$ cat config.mk
export PLATFORM = sky130hd
export DESIGN_NAME = ihla_ctrl
export DESIGN_NICKNAME = d
export VERILOG_FILES = /design/src/hdl/ihla_pkg.sv /design/src/hdl/ihla_ctrl.sv
export SDC_FILE = /design/constraint.sdc
export NUM_CORES = 1
export LEC_CHECK = 0
export BUFFER_PORTS_ARGS = -buffer_cell sky130_fd_sc_hd__buf_2
export CAP_MARGIN = 20
export CELL_PAD_IN_SITES_DETAIL_PLACEMENT = 1
export CELL_PAD_IN_SITES_GLOBAL_PLACEMENT = 1
export CORE_ASPECT_RATIO = 1.2
export CORE_MARGIN = 4
export CORE_UTILIZATION = 39
export CTS_CLUSTER_SIZE = 8
export DETAILED_ROUTE_END_ITERATION = 16
export GPL_TIMING_DRIVEN = 0
export PLACE_DENSITY_LB_ADDON = 0.1
export SYNTH_ARGS = -nofsm -noshare
export SYNTH_HDL_FRONTEND = slang
export SYNTH_SLANG_ARGS = --single-unit
$ cat constraint.sdc
create_clock -name clock -period 2.9 [get_ports clock]
set_clock_uncertainty 0.15 [all_clocks]
set_input_delay 0.29 -clock clock [delete_from_list [all_inputs] [get_ports clock]]
set_output_delay 0.29 -clock clock [all_outputs]
set_load 0.02 [all_outputs]
$ cat src/hdl/ihla_pkg.sv
package ihla_pkg;

   // internal byte-address and size width, wide enough that no sum wraps
   localparam int AW       = 34;
   localparam int CHUNK_W  = 17;
   localparam int REQ_W    = 24;
   localparam int ADDR_W   = 20;
   localparam int STAT_W   = 2;
   localparam int TAG_W    = 32;
   localparam int NSTATE   = 38;

   localparam logic [CHUNK_W-1:0] CHUNK_RESET = 17'd4096;
   localparam logic [CHUNK_W-1:0] MIN_BLOCK   = 17'd16;
   localparam logic [TAG_W-1:0]   ALLOC_BIT   = 32'h1;

   localparam logic [STAT_W-1:0] STAT_OK      = 2'd0;
   localparam logic [STAT_W-1:0] STAT_ZERO    = 2'd1;
   localparam logic [STAT_W-1:0] STAT_NOSPACE = 2'd2;

   typedef enum logic [1:0] {
      ACT_INIT    = 2'd0,
      ACT_ALLOC   = 2'd1,
      ACT_RELEASE = 2'd2,
      ACT_RESIZE  = 2'd3
   } action_type;

   typedef enum logic [NSTATE-1:0] {
      S_IDLE    = 38'd1 << 0,
      S_INIT0   = 38'd1 << 1,
      S_INIT1   = 38'd1 << 2,
      S_INIT2   = 38'd1 << 3,
      S_INIT3   = 38'd1 << 4,
      S_ALC_CHK = 38'd1 << 5,
      S_FF_HDR  = 38'd1 << 6,
      S_FF_STRT = 38'd1 << 7,
      S_FF_TEST = 38'd1 << 8,
      S_FF_EVAL = 38'd1 << 9,
      S_GROW0   = 38'd1 << 10,
      S_GROW1   = 38'd1 << 11,
      S_GROW2   = 38'd1 << 12,
      S_GROW3   = 38'd1 << 13,
      S_MRG0    = 38'd1 << 14,
      S_MRG1    = 38'd1 << 15,
      S_MRG2    = 38'd1 << 16,
      S_MRG3    = 38'd1 << 17,
      S_MRG4    = 38'd1 << 18,
      S_MRG5    = 38'd1 << 19,
      S_MRG6P   = 38'd1 << 20,
      S_MRG6N   = 38'd1 << 21,
      S_MRG6B   = 38'd1 << 22,
      S_MRG7B   = 38'd1 << 23,
      S_MRG8B   = 38'd1 << 24,
      S_PL_RD   = 38'd1 << 25,
      S_PL_EV   = 38'd1 << 26,
      S_PS1     = 38'd1 << 27,
      S_PS2     = 38'd1 << 28,
      S_PS3     = 38'd1 << 29,
      S_PS4     = 38'd1 << 30,
      S_PN1     = 38'd1 << 31,
      S_PN2     = 38'd1 << 32,
      S_REL0    = 38'd1 << 33,
      S_REL1    = 38'd1 << 34,
      S_REL2    = 38'd1 << 35,
      S_REL3    = 38'd1 << 36,
      S_FIN     = 38'd1 << 37
   } state_type;

   typedef struct packed {
      logic       in_valid;
      action_type in_action;
      action_type act;
      logic       brk_zero;
      logic       req_zero;
      logic       grow_fail;
      logic       walk_end;
      logic       d_szero;
      logic       d_fit;
      logic       split;
      logic       rel_addr_ok;
      logic       rel_tag_ok;
      logic       p_alloc;
      logic       n_alloc;
      logic       slot_free;
   } dp_status_type;

endpackage

$ cat src/hdl/ihla_ctrl.sv
module ihla_ctrl (
   input  logic                    clock,
   input  logic                    reset,
   input  ihla_pkg::dp_status_type stat,
   output ihla_pkg::state_type     cmd
);
   import ihla_pkg::*;

   state_type state_ff, state_in;
   logic      from_grow_ff, from_grow_in;
   state_type after_merge;

   assign cmd = state_ff;

   always_comb begin
      if (from_grow_ff) begin
         after_merge = (stat.act == ACT_INIT) ? S_FIN : S_PL_RD;
      end else begin
         after_merge = S_FIN;
      end
   end

   always_comb begin
      state_in     = state_ff;
      from_grow_in = from_grow_ff;
      case (state_ff)
         S_IDLE: begin
            if (stat.in_valid) begin
               case (stat.in_action)
                  ACT_INIT:    state_in = S_INIT0;
                  ACT_RELEASE: state_in = S_REL0;
                  default:     state_in = S_ALC_CHK;
               endcase
            end
         end
         S_INIT0:   state_in = S_INIT1;
         S_INIT1:   state_in = S_INIT2;
         S_INIT2:   state_in = S_INIT3;
         S_INIT3:   state_in = S_GROW0;
         S_ALC_CHK: state_in = (stat.brk_zero || stat.req_zero) ? S_FIN : S_FF_HDR;
         S_FF_HDR:  state_in = S_FF_STRT;
         S_FF_STRT: state_in = S_FF_TEST;
         S_FF_TEST: state_in = stat.walk_end ? S_GROW0 : S_FF_EVAL;
         S_FF_EVAL: begin
            if (stat.d_szero) begin
               state_in = S_GROW0;
            end else if (stat.d_fit) begin
               state_in = S_PL_RD;
            end else begin
               state_in = S_FF_TEST;
            end
         end
         S_GROW0: begin
            from_grow_in = 1'b1;
            state_in     = stat.grow_fail ? S_FIN : S_GROW1;
         end
         S_GROW1: state_in = S_GROW2;
         S_GROW2: state_in = S_GROW3;
         S_GROW3: state_in = S_MRG0;
         S_MRG0:  state_in = S_MRG1;
         S_MRG1:  state_in = S_MRG2;
         S_MRG2:  state_in = S_MRG3;
         S_MRG3:  state_in = S_MRG4;
         S_MRG4:  state_in = S_MRG5;
         S_MRG5: begin
            if (stat.p_alloc && stat.n_alloc) begin
               state_in = after_merge;
            end else if (stat.p_alloc) begin
               state_in = S_MRG6P;
            end else if (stat.n_alloc) begin
               state_in = S_MRG6N;
            end else begin
               state_in = S_MRG6B;
            end
         end
         S_MRG6P: state_in = after_merge;
         S_MRG6N: state_in = after_merge;
         S_MRG6B: state_in = S_MRG7B;
         S_MRG7B: state_in = S_MRG8B;
         S_MRG8B: state_in = after_merge;
         S_PL_RD: state_in = S_PL_EV;
         S_PL_EV: state_in = stat.split ? S_PS1 : S_PN1;
         S_PS1:   state_in = S_PS2;
         S_PS2:   state_in = S_PS3;
         S_PS3:   state_in = S_PS4;
         S_PS4:   state_in = (stat.act == ACT_RESIZE) ? S_REL0 : S_FIN;
         S_PN1:   state_in = S_PN2;
         S_PN2:   state_in = (stat.act == ACT_RESIZE) ? S_REL0 : S_FIN;
         S_REL0: begin
            from_grow_in = 1'b0;
            state_in     = stat.rel_addr_ok ? S_REL1 : S_FIN;
         end
         S_REL1: state_in = stat.rel_tag_ok ? S_REL2 : S_FIN;
         S_REL2: state_in = S_REL3;
         S_REL3: state_in = S_MRG0;
         S_FIN:  state_in = stat.slot_free ? S_IDLE : S_FIN;
         default: state_in = S_IDLE;
      endcase
   end

   always_ff @(posedge clock) begin
      if (reset) begin
         state_ff     <= S_IDLE;
         from_grow_ff <= 1'b0;
      end else begin
         state_ff     <= state_in;
         from_grow_ff <= from_grow_in;
      end
   end

endmodule

# Word level (Yosys, flattened, before mapping)
# Cells that the tools add are included.
# W data, S select, Z words.
[classes]
eq_ne = 41
mux = 19
n_reduce_logical = 8
[op_table]
columns = ["cell", "count"]
rows = [
  ["$pmux W38 S34", 1],
  ["$mux W38", 10],
  ["$pmux W34 S2", 1],
  ["$mux W26", 2],
  ["$mux W23", 2],
  ["$eq A38 B1 Y1 const B", 1],
  ["$eq A38 B10 Y1 const B", 1],
  ["$eq A38 B11 Y1 const B", 1],
  ["$eq A38 B12 Y1 const B", 1],
  ["$eq A38 B13 Y1 const B", 1],
  ["$eq A38 B14 Y1 const B", 1],
  ["$eq A38 B15 Y1 const B", 1],
  ["$eq A38 B16 Y1 const B", 1],
  ["$eq A38 B17 Y1 const B", 1],
  ["$eq A38 B18 Y1 const B", 1],
  ["$eq A38 B19 Y1 const B", 1],
  ["$eq A38 B2 Y1 const B", 1],
  ["$eq A38 B20 Y1 const B", 1],
  ["$eq A38 B21 Y1 const B", 1],
  ["$eq A38 B22 Y1 const B", 1],
  ["$eq A38 B23 Y1 const B", 1],
  ["$eq A38 B24 Y1 const B", 1],
  ["$eq A38 B25 Y1 const B", 1],
  ["$eq A38 B26 Y1 const B", 1],
  ["30 further kinds", 33],
]
[word_totals]
out_inout_bits = 38
in_bits = 19
elab_cells = 70
regBits = 39

# Depth between registers and ports, before layout
# Gate-level depths: netlist of run 1.
[logic_depth]
word_depth = 5
ltp_mapped = 7
ltp_nobuf = 6

# Least setup slack after synthesis of run 1
# Ideal clock, no wire load.
[synth_path]
kind = "register to register"
start = "register state_ff[12], in the netlist cmd[12]"
end = "register state_ff[13], in the netlist cmd[13]"
n_path_buf = 0
setup_ps = 137
stages_incl_launch_ff = 7
synth_period_minus_slack_ps = 2303
t_arrival_ps = 2016
setup_slack_ps = 597
path_cell_list = "dfxtp_1 > or4_4 > nor2_8 > nand4_4 > o41a_1 > nand3b_1 > nor4_1"
[synth_between]
elab_chain_len = 3
elab_cells_between_ends = 43
cone_classes = "eq/ne: 39; mux: 1; reduce/logical: 3"
[synth_lines]
columns = ["element", "line_no", "rtl"]
rows = [
  ["start, declared", "ihla_ctrl.sv:9", "state_type state_ff, state_in;"],
  ["start signal, assigned", "ihla_ctrl.sv:106", "state_ff <= state_in;"],
  ["$eq A38 B25 Y1 (tied with other cells)", "ihla_ctrl.sv:26", "case (state_ff)"],
  ["$reduce_or A3 Y1 (no source line) or $reduce_or A2 Y1 (tied branches)", "--", ""],
  ["$pmux W38 S34", "ihla_ctrl.sv:26", ""],
]
# Parallel ways exist; a longest one is shown, timed or not.
# A chain may end at the register's enable or synchronous reset.

# Final worst setup path of run 1
[layout_path]
start = "register state_ff[21], in the netlist cmd[21]"
end = "register state_ff[24], in the netlist cmd[24]"
# Same word-level chain as after synthesis.

==> run summary, run 1 <==
outcome: complete, no violations
critical path startpoint category: flop
die footprint: 0.00692 mm2
diode count: 0
worst r2r src: cmd[21]
postcts setup bufs: 0
Mapped Area: 0.00220 mm2
hold crit path type: input port to flop
Post-CTS Resized: 0
largest net degree at the start of global routing: 12
final setup margin: 0.289 ns
H-tree depth: 2
Slew Limit Fails: 0
first-pass GRT wire length: 11400 um
Initial DRT Pass Iterations: 4
IO Pins: 57
worst slack, placed: 0.119 ns
CTS tree: yes
hold bufs inserted after CTS: 0
drt drc: 0
global router's overall resource usage: 0.201
final setup fails: 0
nets@finish: 330
Tcrit/Tclk final: 0.900
row count: 29
Max VDD drop: 302 uV
die width: 76.6 um
crit path kind: flop to flop
Routed Wire Length: 6770 um
GR Overflow Total: 0
crit path from: cmd[21]
cells after synthesis: 249
Post-DP HPWL: 5020 um
commonest non-fill, non-tap cells in the layout: buf_2 (55), dfxtp_1 (39), nor2_1 (22), nor4_1 (16)
post-route setup TNS: 0 ns
Primary FF master, synth: dfxtp_1
Netlist cell types: 51
net switching power: 331 uW
worst path required time: 2.92 ns
unrepaired setup endpoints after global routing: false
internal power: 798 uW
maxcap violations: 0
area of the multi-input gates: 0.00140 mm2
Relative slew margins: 0.607
port bufs: 55
via count: 2230
register share of total power: 0.490
Layout area overhead: 21.4%
net count after synthesis: 268
CP Max Fanout: 8
Critical Path Max Stage Delay: 0.60 ns
Final Wtd Congestion: 0.848
via/cell ratio: 5.98
sequential-to-total area share from yosys stat: 0.354
YS warnings: 0
crit path DAT: 2.63 ns
clk buf depth: 2
core area: 0.00537 mm2
vias in the first global route: 2209
fill count: 670
Root Driver: clkbuf_8
worst skew pair latency: 0.30 ns
worst slew pin tran: 0.585 ns
PwrDens: 422 mW/mm2
Comb power frac: 0.171
Worst Hold Launch: stat[11]
Final min period: 2.61 ns
Synth Register Bits: 39
DR WL/cell: 18.2 um
final cell count without fillers: 373
DP Cell Count: 366
Die H: 90.3 um
share of cells above drive strength 1: 0.260
Post-synth EDFFs: 0
Starting Density: 0.410
register area: 781 um2
commonest non-fill, non-tap cell in the layout: buf_2
Sw Ratio: 0.293
Clk network pwr share: 0.338
CTS Sinks: 39
fmax: 0.383 GHz
Worst Setup End Kind: flop
Async SR Flop Fraction: 0
antenna violations before repair: 0
final hold viol count: 0
slowest CP cell: o41a_1
Starting DRT DRC Count: 104
worst path cell trace: nor4_2 > and4_1 > nand4_4 > o41a_1 > nand3_1 > nor4_1
CTS Buf Count: 5
Synth Area per Inst: 8.85 um2
CTS clk-pin slew, worst paths: 0.08 ns
DRT antenna net count: 0
Leak: 0.00111 uW
-- path summary, 6_finish.rpt --
check | endpoint | slack [ns] | depth (start not counted)
worst max-delay path | cmd[24] | 0.29 | 6
worst min-delay path | cmd[6] | 0.01 | 2
worst min register to register | from_grow_ff | 0.36 | 2
worst max register to register | cmd[24] | 0.29 | 6
-- Yosys cell counts (2+ instances only) --
library cell	number	share of area
a21oi_1	4	0.0091
or4_4	2	0.010
o2111ai_1	2	0.0080
xnor2_1	2	0.0080
a32oi_1	2	0.0080
clkbuf_1	4	0.0068
nor4b_1	5	0.020
o32ai_1	3	0.012
nor2b_1	5	0.014
nor4_2	5	0.028
nand4b_1	2	0.0080
nor3_1	15	0.034
dfxtp_1	39	0.35
or3_1	6	0.017
inv_1	7	0.012
or4_1	3	0.010
and4b_1	2	0.0091
nand4_1	8	0.023
nand3_1	5	0.011
mux2i_1	2	0.0091
nor4_1	18	0.051
or4b_2	3	0.014
and3_1	2	0.0057
nor2_1	22	0.037
a22oi_1	3	0.010
nand2b_1	13	0.037
nand3b_1	8	0.027
nor3b_1	5	0.017
nand2_1	7	0.012
o21ai_0	15	0.034
xor2_1	7	0.028
and4_1	4	0.016
-- state kept, by name (all words and copies together) (netlist names) --
name / cells
cmd: 38
from_grow_ff: 1
-- kinds of logic after synthesis --
kind of cell / synth area share
AO/OA/AOI/OAI: 0.134
XOR/XNOR: 0.0358
multiplexers: 0.00909
flip-flops: 0.354
buffers and inverters: 0.0221
AND/OR/NAND/NOR: 0.445
-- power by group through the flow --
stage | clock (uW) | combinational [uW] | sequential, uW
floorplan | 0 | 119 | 569
global placement | 0 | 188 | 564
detailed placement | 0 | 189 | 565
CTS | 391 | 191 | 552
global route | 417 | 213 | 555
finish | 382 | 193 | 554
-- layout make-up --
cell class              instances  share of cell area
well taps                      62              0.0290
repair buffers                 55               0.103
inverters                       7             0.00983
multi-input cells             198               0.525
clock buffers                   6              0.0309
clock inverters                 1             0.00187
flip-flops and latches         39               0.292
plain buffers                   5             0.00842
-- routing by layer --
layer | vias to the layer above | share of wire | global-route usage
met2 | 48 | 0.48 | 0.334
li1 | 1097 | - | -
met4 | 0 | 0.0087 | 0.0408
met1 | 1079 | 0.47 | 0.271
met3 | 6 | 0.039 | 0.0389
met5 | - | 0 | 0
-- worst max-delay path, delay by kind of cell, from the launching register on --
family             cells  cell delay (ns)
AOI/OAI and AO/OA      1             0.60
and+or+nand+nor        5             1.34
DFF                    1             0.40
-- per-stage QoR --
stage | hold slack, ns | power, uW | area (um2) | util
6_report | 0.0135 | 1130 | 2670 | 0.498
5_1_grt | 0.00988 | 1190 | 2670 | 0.498
4_1_cts | 0.00797 | 1130 | 2640 | 0.492
3_5_place_dp | 0.321 | 753 | 2560 | 0.476
3_3_place_gp | 0.319 | 752 | 2560 | 0.476
2_1_floorplan | 0.212 | 687 | 2200 | -
Power figures use the tool's default switching activity.
==> inputs of run 2 (changes only) <==
Settings changed: BUFFER_PORTS_ARGS -buffer_cell sky130_fd_sc_hd__buf_2 to not set, CORE_UTILIZATION 39 to 40, DONT_BUFFER_PORTS set to 1.
==> run 2 against run 1 <==
Net effect: critical path depth rose by 1; global-route usage rose by 1.0 points; clock power rose by 1%; cell count fell by 12%; die area fell by 2.3%; combinational power fell by 9%; wire length fell by 0.24%; setup slack got worse by 0.049 ns; clock-buffer cell count did not move; register-to-register slack got worse by 0.05 ns; utilization fell by 2.2 points; largest cell class unchanged; largest power group unchanged; sequential share of layout area rose by 1.8 points.
==> run summary, run 2 (synthesized netlist as in run 1, its figures left out) <==
Final Util: 0.476 (-0.0220)
Crit. path cell count: 7 (+1)
via/cell ratio: 6.33 (+5.9%)
vias in the first global route: 2127 (-3.7%)
GR Overflow Total: 0 (unchanged)
global router's overall resource usage: 0.211 (+0.0101)
Worst Hold Launch: stat[12]
crit path DAT: 2.72 ns (+0.09 ns)
worst r2r src: cmd[33]
Starting Density: 0.416 (+0.00562)
met1 Use GR: 0.271 (+0.000469)
final design area excluding fillers: 0.00252 mm2 (-5.7%)
die footprint: 0.00676 mm2 (-2.3%)
Initial DRT Pass Iterations: 4 (unchanged)
CTS tree: yes
worst path required time: 2.96 ns (+0.04 ns)
die width: 75.8 um (-1.1%)
final setup fails: 0 (unchanged)
worst slack, placed: 0.0893 ns (-0.0294 ns)
final hold viol count: 0 (unchanged)
CTS Buf Count: 5 (unchanged)
worst slew pin tran: 0.565 ns (-0.0207 ns)
reg2reg path depth: 7 (+1)
Max VDD drop: 235 uV (-22%)
worst path cell trace: clkbuf_1 > nor4_4 > and4_1 > nand3_2 > o32ai_1 > nand3_1 > a21oi_1
row count: 29 (unchanged)
final setup margin: 0.240 ns (-0.0487 ns)
PwrDens: 446 mW/mm2 (+5.7%)
hold crit path type: input port to flop
DRT antenna net count: 0 (unchanged)
Buf/Inv on CP: 1 (+1)
R2R Path End: cmd[33]
antenna violations before repair: 0 (unchanged)
CTS clk-pin slew, worst paths: 0.08 ns (about the same)
crit path from: cmd[33]
outcome: complete, no violations
post-route setup TNS: 0 ns (unchanged)
GRT Max-Usage Layer: met2
Largest delay share family, worst path: simple AND/OR/NAND/NOR gates
largest net degree at the start of global routing: 12 (unchanged)
met2 Usage GRT: 0.348 (+0.0146)
Final Wtd Congestion: 0.749 (-12%)
commonest non-fill, non-tap cell in the layout: dfxtp_1
placed standard-cell area: 0.00228 mm2 (-11%)
maxcap violations: 0 (unchanged)
Relative slew margins: 0.621 (+0.0139)
number of flip-flops in the largest register: 38 (unchanged)
Leak: 0.000896 uW (-20%)
worst skew pair latency: 0.29 ns (about the same)
drt drc: 0 (unchanged)
Pwr Total: 1130 uW (-0.37%)
Post-DP HPWL: 4970 um (-0.91%)
first-pass GRT wire length: 10800 um (-5.0%)
H-tree depth: 2 (unchanged)
GR Layer Usage met3: 0.0472 (+0.00832)
postcts setup bufs: 0 (unchanged)
diode count: 0 (unchanged)
R2R Setup Slk: 0.24 ns (-0.05 ns)
Tcrit/Tclk final: 0.917 (+0.0168)
nets@finish: 284 (-14%)
slowest CP cell: o32ai_1
IO Pins: 57 (unchanged)
Die H: 89.3 um (-1.2%)
clk buf depth: 2 (unchanged)
Critical Path Max Stage Delay: 0.50 ns (-0.10 ns)
fmax: 0.376 GHz (-1.8%)
Layout area overhead: 14.4%
Hold EP: cmd[33]
port bufs: 0 (-100%)
crit path kind: flop to flop
critical path startpoint category: flop
share of cells above drive strength 1: 0.102 (-0.159)
CTS Sinks: 39 (unchanged)
Routed Wire Length: 6760 um (-0.24%)
core area: 0.00530 mm2 (-1.4%)
Starting DRT DRC Count: 118 (+13%)
commonest non-fill, non-tap cells in the layout: dfxtp_1 (39), nor2_1 (22), nor4_1 (16), nor3_1 (15), o21ai_0 (15)
via count: 2071 (-7.1%)
Final min period: 2.66 ns (+0.0487 ns)
Worst Setup End Kind: flop
Slew Limit Fails: 0 (unchanged)
unrepaired setup endpoints after global routing: false
CP Max Fanout: 8 (unchanged)
Hold Crit Depth: 2 (unchanged)
Root Driver: clkbuf_8
DR WL/cell: 20.7 um (+14%)
## run 2: power by group
group / leakage, uW / internal, uW / switching, uW / total [uW]
Sequential: 0.000315 / 541 / 20.6 / 562
Clock: 0.0000470 / 187 / 200 / 387
Combinational: 0.000535 / 66.0 / 110 / 176
## run 2: metal layers
metal | vias up | wire length [um]
met1 | 1001 | 2940
met3 | 6 | 361
li1 | 1008 | -
met5 | - | 0
met4 | 0 | 84
met2 | 56 | 3380
## run 2: what timing repair did
item,CTS,global route
hold buffers,9,0
endpoints found under the setup margin,0,28
resized for setup,0,8
hold endpoints to repair,10,0
## run 2: cell type report
class | instances | area [um2]
clock buffer | 6 | 82.6
timing repair buffer | 9 | 90.1
clock inverter | 1 | 5.00
inverter | 7 | 26.3
tap | 62 | 77.6
sequential | 39 | 781
buffer | 5 | 22.5
fill | 638 | 2780
multi-input combinational | 198 | 1440
## run 2: worst max path at each step
stage	endpoint	slack, ns
global placement	cmd[33]	0.13
finish	cmd[33]	0.24
detailed placement	cmd[16]	0.09
global route	cmd[0]	0.01
floorplan	cmd[13]	0.60
CTS	cmd[16]	0.07
## run 2: through the flow
stage | hold WS (ns) | instances
2_1_floorplan | 0.212 | 249
3_3_place_gp | 0.217 | 311
3_5_place_dp | 0.216 | 311
4_1_cts | 0.0129 | 327
5_1_grt | 0.0168 | 327
6_report | 0.0325 | 327
